$ cat config.mk
export PLATFORM = sky130hd
export DESIGN_NAME = priority_tick_scheduler_unit
export DESIGN_NICKNAME = d
export VERILOG_FILES = /design/src/rtl/pts_pkg.sv /design/src/rtl/pts_task_mem.sv /design/src/rtl/priority_tick_scheduler_unit.sv
export VERILOG_INCLUDE_DIRS = /design/src /design/src/rtl
export SDC_FILE = /design/constraint.sdc
export NUM_CORES = 1
export LEC_CHECK = 0
export BUFFER_PORTS_ARGS = -buffer_cell sky130_fd_sc_hd__buf_2
export CAP_MARGIN = 10
export CORE_AREA = 4 4 149 151
export DETAILED_ROUTE_END_ITERATION = 10
export DIE_AREA = 0 0 153 155
export PLACE_DENSITY = 0.69
export SKIP_LAST_GASP = 1
export SLEW_MARGIN = 40
export SYNTH_ARGS = -nofsm -noshare
export SYNTH_HDL_FRONTEND = slang
export SYNTH_SLANG_ARGS = --single-unit
$ cat constraint.sdc
create_clock -name clk_i -period 9.4 [get_ports clk_i]
set_input_delay 0.47 -clock clk_i [delete_from_list [all_inputs] [get_ports clk_i]]
set_output_delay 0.47 -clock clk_i [all_outputs]
set_load 0.02 [all_outputs]
$ cat src/rtl/priority_tick_scheduler_unit_defines.svh
// Assertion helpers shared by the scheduler RTL.
`ifndef PRIORITY_TICK_SCHEDULER_UNIT_DEFINES_SVH
`define PRIORITY_TICK_SCHEDULER_UNIT_DEFINES_SVH

// Check that cons holds in the same cycle whenever ante holds.
`define PTS_ASSERT_NOW(lbl, clk, rst_n, ante, cons, msg) \
  lbl: assert property (@(posedge clk) disable iff (!rst_n) (ante) |-> (cons)) \
    else $error(msg);

// Check that cons holds in the cycle after ante holds.
`define PTS_ASSERT_NEXT(lbl, clk, rst_n, ante, cons, msg) \
  lbl: assert property (@(posedge clk) disable iff (!rst_n) (ante) |=> (cons)) \
    else $error(msg);

`endif

$ cat src/rtl/pts_pkg.sv
package pts_pkg;

  // Default table size and fixed field widths.
  localparam int NumTasksDef = 8;
  localparam int TaskIdxW    = 6;
  localparam int ValueW      = 8;
  localparam int CmdW        = 2;

  typedef enum logic [CmdW-1:0] {
    CmdSetPrio  = 2'd0,
    CmdSetBlock = 2'd1,
    CmdSched    = 2'd2,
    CmdTick     = 2'd3
  } pts_cmd_e;

  // One task entry as stored in the table.
  typedef struct packed {
    logic              blocked;
    logic [ValueW-1:0] prio;
    logic [ValueW-1:0] budget;
  } pts_entry_t;

  // Port strobes from the sequencer to the task table.
  typedef struct packed {
    logic rd_en;
    logic wr_en;
  } pts_mem_ctrl_t;

endpackage

$ cat src/rtl/pts_task_mem.sv
module pts_task_mem #(
  parameter int NUM_TASKS = pts_pkg::NumTasksDef,
  parameter int IDX_W     = $clog2(NUM_TASKS)
) (
  input  logic                  clk_i,
  input  logic                  rst_ni,
  input  pts_pkg::pts_mem_ctrl_t ctrl_i,
  input  logic [IDX_W-1:0]      rd_addr_i,
  input  logic [IDX_W-1:0]      wr_addr_i,
  input  pts_pkg::pts_entry_t   wr_data_i,
  output pts_pkg::pts_entry_t   rd_data_o
);
  import pts_pkg::*;

  pts_entry_t             mem_q [NUM_TASKS];
  pts_entry_t             rd_raw_q;
  logic                   rd_vld_q;
  logic [NUM_TASKS-1:0]   vld_q;

  // Track which entries were written since reset.
  always_ff @(posedge clk_i or negedge rst_ni) begin
    if (!rst_ni) begin
      vld_q    <= '0;
      rd_vld_q <= 1'b0;
    end else begin
      if (ctrl_i.wr_en) begin
        vld_q[wr_addr_i] <= 1'b1;
      end
      if (ctrl_i.rd_en) begin
        rd_vld_q <= vld_q[rd_addr_i];
      end
    end
  end

  // Write and read the table, read data registered.
  always_ff @(posedge clk_i) begin
    if (ctrl_i.wr_en) begin
      mem_q[wr_addr_i] <= wr_data_i;
    end
    if (ctrl_i.rd_en) begin
      rd_raw_q <= mem_q[rd_addr_i];
    end
  end

  // An entry never written reads as zero.
  assign rd_data_o = rd_vld_q ? rd_raw_q : '0;

endmodule

$ cat src/rtl/priority_tick_scheduler_unit.sv
// Priority tick scheduler: task table in one synchronous RAM, walked by a sequencer.
// Set priority / set blocked read-modify-write one entry; an out-of-range task skips the table.
// Schedule walks the table once, tick updates the current budget first, and a reload walks it again.
// Throughput: one request at a time, bounded by the one-entry-per-cycle table walk; input stall
// drops as the result register loads, and a result held by out_stall_i holds the sequencer.
// Reset: rst_ni (async, low) clears current task, valid bits and control; all entries read zero.
`include "priority_tick_scheduler_unit_defines.svh"

module priority_tick_scheduler_unit #(
  parameter int NUM_TASKS = pts_pkg::NumTasksDef
) (
  input  logic                        clk_i,
  input  logic                        rst_ni,
  input  logic                        in_valid_i,
  output logic                        in_stall_o,
  input  logic [pts_pkg::CmdW-1:0]    cmd_i,
  input  logic [pts_pkg::TaskIdxW-1:0] task_index_i,
  input  logic [pts_pkg::ValueW-1:0]  value_i,
  output logic                        out_valid_o,
  input  logic                        out_stall_i,
  output logic [pts_pkg::TaskIdxW-1:0] current_task_o,
  output logic                        picked_o,
  output logic                        reloaded_o
);
  import pts_pkg::*;

  localparam int IDX_W = $clog2(NUM_TASKS);
  localparam int CNT_W = $clog2(NUM_TASKS + 1);

  typedef enum logic [2:0] {
    S_IDLE,
    S_RMW,
    S_TICK,
    S_SCAN,
    S_DECIDE,
    S_RELOAD,
    S_DONE
  } state_e;

  state_e              state_q, state_d;
  pts_cmd_e            cmd_q, cmd_d;
  logic [IDX_W-1:0]    idx_q, idx_d;
  logic [ValueW-1:0]   val_q, val_d;
  logic [CNT_W-1:0]    rd_ptr_q, rd_ptr_d;
  logic                ev_vld_q, ev_vld_d;
  logic [IDX_W-1:0]    ev_idx_q, ev_idx_d;
  logic [ValueW-1:0]   best_q, best_d;
  logic [IDX_W-1:0]    cand_q, cand_d;
  logic [IDX_W-1:0]    cur_q, cur_d;
  logic                res_pick_q, res_pick_d;
  logic                res_reld_q, res_reld_d;
  logic                out_vld_q, out_vld_d;
  logic [TaskIdxW-1:0] out_cur_q, out_cur_d;
  logic                out_pick_q, out_pick_d;
  logic                out_reld_q, out_reld_d;

  pts_mem_ctrl_t       mem_ctrl;
  logic [IDX_W-1:0]    rd_addr;
  logic [IDX_W-1:0]    wr_addr;
  pts_entry_t          wr_data;
  pts_entry_t          rd_data;
  logic                idx_in_range;
  logic                ev_last;

  pts_task_mem #(
    .NUM_TASKS (NUM_TASKS),
    .IDX_W     (IDX_W)
  ) u_task_mem (
    .clk_i     (clk_i),
    .rst_ni    (rst_ni),
    .ctrl_i    (mem_ctrl),
    .rd_addr_i (rd_addr),
    .wr_addr_i (wr_addr),
    .wr_data_i (wr_data),
    .rd_data_o (rd_data)
  );

  assign idx_in_range = (7'(task_index_i) < 7'(NUM_TASKS));
  assign ev_last      = (ev_idx_q == IDX_W'(NUM_TASKS - 1));

  // Sequence commands through the task table.
  always_comb begin
    state_d    = state_q;
    cmd_d      = cmd_q;
    idx_d      = idx_q;
    val_d      = val_q;
    rd_ptr_d   = rd_ptr_q;
    ev_vld_d   = 1'b0;
    ev_idx_d   = ev_idx_q;
    best_d     = best_q;
    cand_d     = cand_q;
    cur_d      = cur_q;
    res_pick_d = res_pick_q;
    res_reld_d = res_reld_q;
    out_cur_d  = out_cur_q;
    out_pick_d = out_pick_q;
    out_reld_d = out_reld_q;
    // drain the output register
    out_vld_d  = out_vld_q & out_stall_i;
    mem_ctrl   = '0;
    rd_addr    = '0;
    wr_addr    = '0;
    wr_data    = rd_data;

    unique case (state_q)
      S_IDLE: begin
        if (in_valid_i) begin
          cmd_d      = pts_cmd_e'(cmd_i);
          idx_d      = task_index_i[IDX_W-1:0];
          val_d      = value_i;
          rd_ptr_d   = '0;
          best_d     = '0;
          cand_d     = '0;
          res_pick_d = 1'b0;
          res_reld_d = 1'b0;
          unique case (pts_cmd_e'(cmd_i))
            CmdSetPrio, CmdSetBlock: begin
              if (idx_in_range) begin
                mem_ctrl.rd_en = 1'b1;
                rd_addr        = task_index_i[IDX_W-1:0];
                state_d        = S_RMW;
              end else begin
                state_d = S_DONE;
              end
            end
            CmdSched: begin
              state_d = S_SCAN;
            end
            CmdTick: begin
              mem_ctrl.rd_en = 1'b1;
              rd_addr        = cur_q;
              state_d        = S_TICK;
            end
            default: state_d = S_DONE;
          endcase
        end
      end

      S_RMW: begin
        mem_ctrl.wr_en = 1'b1;
        wr_addr        = idx_q;
        if (cmd_q == CmdSetPrio) begin
          wr_data.prio   = val_q;
          wr_data.budget = val_q;
        end else begin
          wr_data.blocked = val_q[0];
        end
        state_d = S_DONE;
      end

      S_TICK: begin
        // take one tick from the current budget, never below zero
        mem_ctrl.wr_en = 1'b1;
        wr_addr        = cur_q;
        wr_data.budget = rd_data.budget - ValueW'(rd_data.budget != '0);
        state_d        = S_SCAN;
      end

      S_SCAN, S_RELOAD: begin
        // issue one read per cycle, evaluate each entry in the cycle after its read
        if (rd_ptr_q < CNT_W'(NUM_TASKS)) begin
          mem_ctrl.rd_en = 1'b1;
          rd_addr        = rd_ptr_q[IDX_W-1:0];
          rd_ptr_d       = CNT_W'(rd_ptr_q + 1'b1);
          ev_vld_d       = 1'b1;
          ev_idx_d       = rd_ptr_q[IDX_W-1:0];
        end
        if (ev_vld_q) begin
          if (state_q == S_SCAN) begin
            if (!rd_data.blocked && (rd_data.budget > best_q)) begin
              best_d = rd_data.budget;
              cand_d = ev_idx_q;
            end
            if (ev_last) begin
              state_d = S_DECIDE;
            end
          end else begin
            mem_ctrl.wr_en = 1'b1;
            wr_addr        = ev_idx_q;
            wr_data.budget = rd_data.prio;
            if (ev_last) begin
              state_d = S_DONE;
            end
          end
        end
      end

      S_DECIDE: begin
        if (best_q != '0) begin
          cur_d      = cand_q;
          res_pick_d = 1'b1;
          state_d    = S_DONE;
        end else begin
          res_reld_d = 1'b1;
          rd_ptr_d   = '0;
          state_d    = S_RELOAD;
        end
      end

      S_DONE: begin
        // hand the result over once the output slot is free
        if (!out_vld_q || !out_stall_i) begin
          out_vld_d  = 1'b1;
          out_cur_d  = TaskIdxW'(cur_q);
          out_pick_d = res_pick_q;
          out_reld_d = res_reld_q;
          state_d    = S_IDLE;
        end
      end

      default: state_d = S_IDLE;
    endcase
  end

  // Hold state and registered outputs.
  always_ff @(posedge clk_i or negedge rst_ni) begin
    if (!rst_ni) begin
      state_q    <= S_IDLE;
      ev_vld_q   <= 1'b0;
      cur_q      <= '0;
      out_vld_q  <= 1'b0;
      cmd_q      <= CmdSched;
      idx_q      <= '0;
      val_q      <= '0;
      rd_ptr_q   <= '0;
      ev_idx_q   <= '0;
      best_q     <= '0;
      cand_q     <= '0;
      res_pick_q <= 1'b0;
      res_reld_q <= 1'b0;
      out_cur_q  <= '0;
      out_pick_q <= 1'b0;
      out_reld_q <= 1'b0;
    end else begin
      state_q    <= state_d;
      ev_vld_q   <= ev_vld_d;
      cur_q      <= cur_d;
      out_vld_q  <= out_vld_d;
      cmd_q      <= cmd_d;
      idx_q      <= idx_d;
      val_q      <= val_d;
      rd_ptr_q   <= rd_ptr_d;
      ev_idx_q   <= ev_idx_d;
      best_q     <= best_d;
      cand_q     <= cand_d;
      res_pick_q <= res_pick_d;
      res_reld_q <= res_reld_d;
      out_cur_q  <= out_cur_d;
      out_pick_q <= out_pick_d;
      out_reld_q <= out_reld_d;
    end
  end

  assign in_stall_o     = (state_q != S_IDLE);
  assign out_valid_o    = out_vld_q;
  assign current_task_o = out_cur_q;
  assign picked_o       = out_pick_q;
  assign reloaded_o     = out_reld_q;

  `PTS_ASSERT_NOW(a_pick_xor_reload, clk_i, rst_ni, out_vld_q, !(out_pick_q && out_reld_q), "picked and reloaded both set")
  `PTS_ASSERT_NEXT(a_accept_leaves_idle, clk_i, rst_ni, in_valid_i && !in_stall_o, state_q != S_IDLE, "request accepted but sequencer stayed idle")
  `PTS_ASSERT_NOW(a_cur_in_range, clk_i, rst_ni, 1'b1, 7'(cur_q) < 7'(NUM_TASKS), "current task out of range")
  `PTS_ASSERT_NOW(a_no_same_entry, clk_i, rst_ni, mem_ctrl.rd_en && mem_ctrl.wr_en, rd_addr != wr_addr, "read and write hit the same entry")

endmodule

==> out/metrics.cfg <==
[run_status]
outcome = completed

[placed_design]
placed_cell_area_um2 = 9730
detailedPlace.worstSlack_ns = 5.63
post-dp-hpwl_um = 12300
portBuffers = 26
place_congestion = 0.856
dp_cells = 944

[critical_path]
critPathMaxFanout = 56
rr_worst_depth = 7
required_ns = 9.65
cp-startpoint = state_q[1]
arrival_ns = 4.05
end_kind = register
cp-start-kind = register
crit_type = reg -> reg
reg2reg_from = state_q[1]

[clocking]
holdBufCountCts = 1
h-tree-depth = 1
clockRootBuffer = clkbuf_16
post_cts_resized = 0
cts_setup_buffers = 0
clk_latency_ns = 0.51
clockBufferDepth = 3
tritoncts = yes
cts_made_buffers = 22
clk_pin_slew_ns = 0.06
cts_sinks = 208

[power]
p_comb_share_pct = 31.6
switching_share_pct = 34.4
power.switching_mw = 1.19
cellLeakagePower_nw = 3.95
clock_power_share_pct = 23.9
sequentialPowerShare_pct = 44.5
total_power_mw = 3.47
ir_drop_mv = 0.128
internal_power_mw = 2.28
cellPowerDensity_nw_per_um2 = 332

[cells_and_area]
n_antenna_cell = 0
postLayoutCoreUtil_pct = 50.2
drive_gt1_share_pct = 19.3
layoutNonFillerInstCount = 985
stdcell_area_um2 = 10400
area_growth_syn_to_layout_pct = 12.4
layout.nets = 726

[detailed_routing]
drc_errors = 0
initialDrtViolationCount = 370
routedWlPerCell_um = 19.7
routed_wirelength_um = 19400
vias = 5485
drtAntennaViolNets = 0
first_pass_iters = 5
avgViaCountPerCell = 5.57

[global_routing]
grt_first_pass_wirelength_um = 30600
grt_overflow = 0
grt_pass1_vias = 5608
grt_use_total_pct = 16.4
antenna_found_initial = 0
grt_max_degree = 57

[logic_synthesis]
synth-seq-cells = 208
synth.top_cell.area_share_pct = 49.4
syn_area_per_cell_um2 = 14.1
synth_area_leaders = edfxtp_1, dfrtp_1, mux2i_1
yosysMostFrequentCell = edfxtp_1
async_flop_share_pct = 26.4
yosys_warnings = 0
synth.distinct_cells = 67
ys_top_cells_by_count = edfxtp_1, mux2i_1, nand2_1, dfrtp_1, mux2_2
syn_inst = 660
ys_seq_area_share_pct = 64.2
synth_top_area_cell = edfxtp_1
post_synth_instance_area_um2 = 9300
synth_flop_cell = edfxtp_1
synth_edf_count = 153

[sta]
max_clock_freq_ghz = 0.263
slew_viol_final = 0
slew_headroom_pct = 44.1
fin_setup_tns_ns = 0
hold_violations = 0
finalClockSkew_ns = 0.0143
hold_slack_ns = 0.197
post-route-period-util_pct = 40.5
worstMarginPinSlew_ns = 0.837
setup_slack_ns = 5.60
setup_viol = 0
post-route-min-period_ns = 3.80
rsz0062_at_grt = false

[floorplan]
initial_core_util_pct = 44.6
die-height_um = 155
fp.dieArea_um2 = 23700
pin_count = 30
die_w_um = 153
fp.coreArea_um2 = 20800
num_rows = 53

[hold_path]
min-delay-start = value_i[1]
hold_path_class = in -> reg
min_path_cells = 2

[run]
drv_cap = 0

==> flip-flops by register name, indices dropped and copies added (netlist names) <==
| name | count |
|---|---|
| cur_q | 3 |
| picked_o | 1 |
| val_q | 8 |
| u_task_mem.vld_q | 8 |
| cand_q | 3 |
| state_q | 3 |
| res_reld_q | 1 |
| u_task_mem.mem_q | 136 |
| best_q | 8 |
| ev_vld_q | 1 |
| ev_idx_q | 3 |
| u_task_mem.rd_raw_q | 17 |
| u_task_mem.rd_vld_q | 1 |
| reloaded_o | 1 |
| res_pick_q | 1 |
| current_task_o | 3 |
| rd_ptr_q | 4 |
| out_valid_o | 1 |
| cmd_q | 2 |
| idx_q | 3 |
==> logic make-up after synthesis <==
kind of cell / synth area share, %
buf+inv: 3.19
flops: 64.2
mux: 17.1
compound gates: 6.80
simple gates: 6.85
fa+ha+maj: 1.48
other cells: 0.0403
xor+xnor: 0.283
==> power groups by stage <==
stage | sequential (mW) | combinational, mW | clock, mW
floorplan | 1.48 | 0.825 | 0
global placement | 1.55 | 1.04 | 0
detailed placement | 1.56 | 1.09 | 0
CTS | 1.54 | 1.09 | 0.846
global route | 1.57 | 1.21 | 0.887
finish | 1.54 | 1.10 | 0.829
==> layer usage <==
layer / global-route usage (%) / up-vias / wire length (µm)
li1: - / 2541 / -
met1: 20.8 / 2717 / 8150
met2: 28.2 / 178 / 9510
met3: 3.14 / 49 / 1190
met4: 5.77 / 0 / 568
met5: 0 / - / 0
==> cell usage in the layout, fill, tap and decap left out, types with 4 or more instances in the layout <==
master / n
o21ai_1: 4
clkinv_2: 6
inv_1: 22
ha_1: 11
nand2b_1: 4
mux2_2: 39
buf_4: 13
a22o_1: 7
dfrtp_1: 54
o211ai_1: 5
nor2_2: 6
a21oi_1: 22
clkbuf_16: 22
nand2_1: 56
or2_1: 8
nor2b_1: 4
buf_2: 26
edfxtp_1: 153
a222oi_1: 4
nor2_1: 20
nand3_1: 6
mux2i_1: 115
o21ai_0: 22
==> final cells by class <==
type / instances / area (µm²)
inverters: 25 / 96.3
flip-flops and latches: 208 / 5970
well taps: 275 / 344
fillers: 1771 / 10400
repair buffers: 42 / 254
multi-input cells: 396 / 3080
clock buffers: 24 / 558
clock inverters: 15 / 141
==> worst max-delay path, cell delays in order, from the launching register on <==
cell	delay (ns)
dfrtp_1	0.86
xor2_1	0.26
nor3b_2	0.68
a22o_4	0.44
buf_6	0.57
mux2i_1	0.28
mux2i_1	0.11
mux2_2	0.31
==> path summary, 6_finish.rpt <==
| kind | end | slack [ns] |
|---|---|---|
| max | u_task_mem.rd_raw_q[3] | 5.60 |
| min | val_q[1] | 0.20 |
| max reg2reg | u_task_mem.rd_raw_q[3] | 5.60 |
| min reg2reg | u_task_mem.vld_q[3] | 0.47 |
| max in group asynchronous | cmd_q[1] | 8.05 |
| min in group asynchronous | val_q[6] | 0.51 |
No activity file was read; power rests on OpenSTA's default activity.
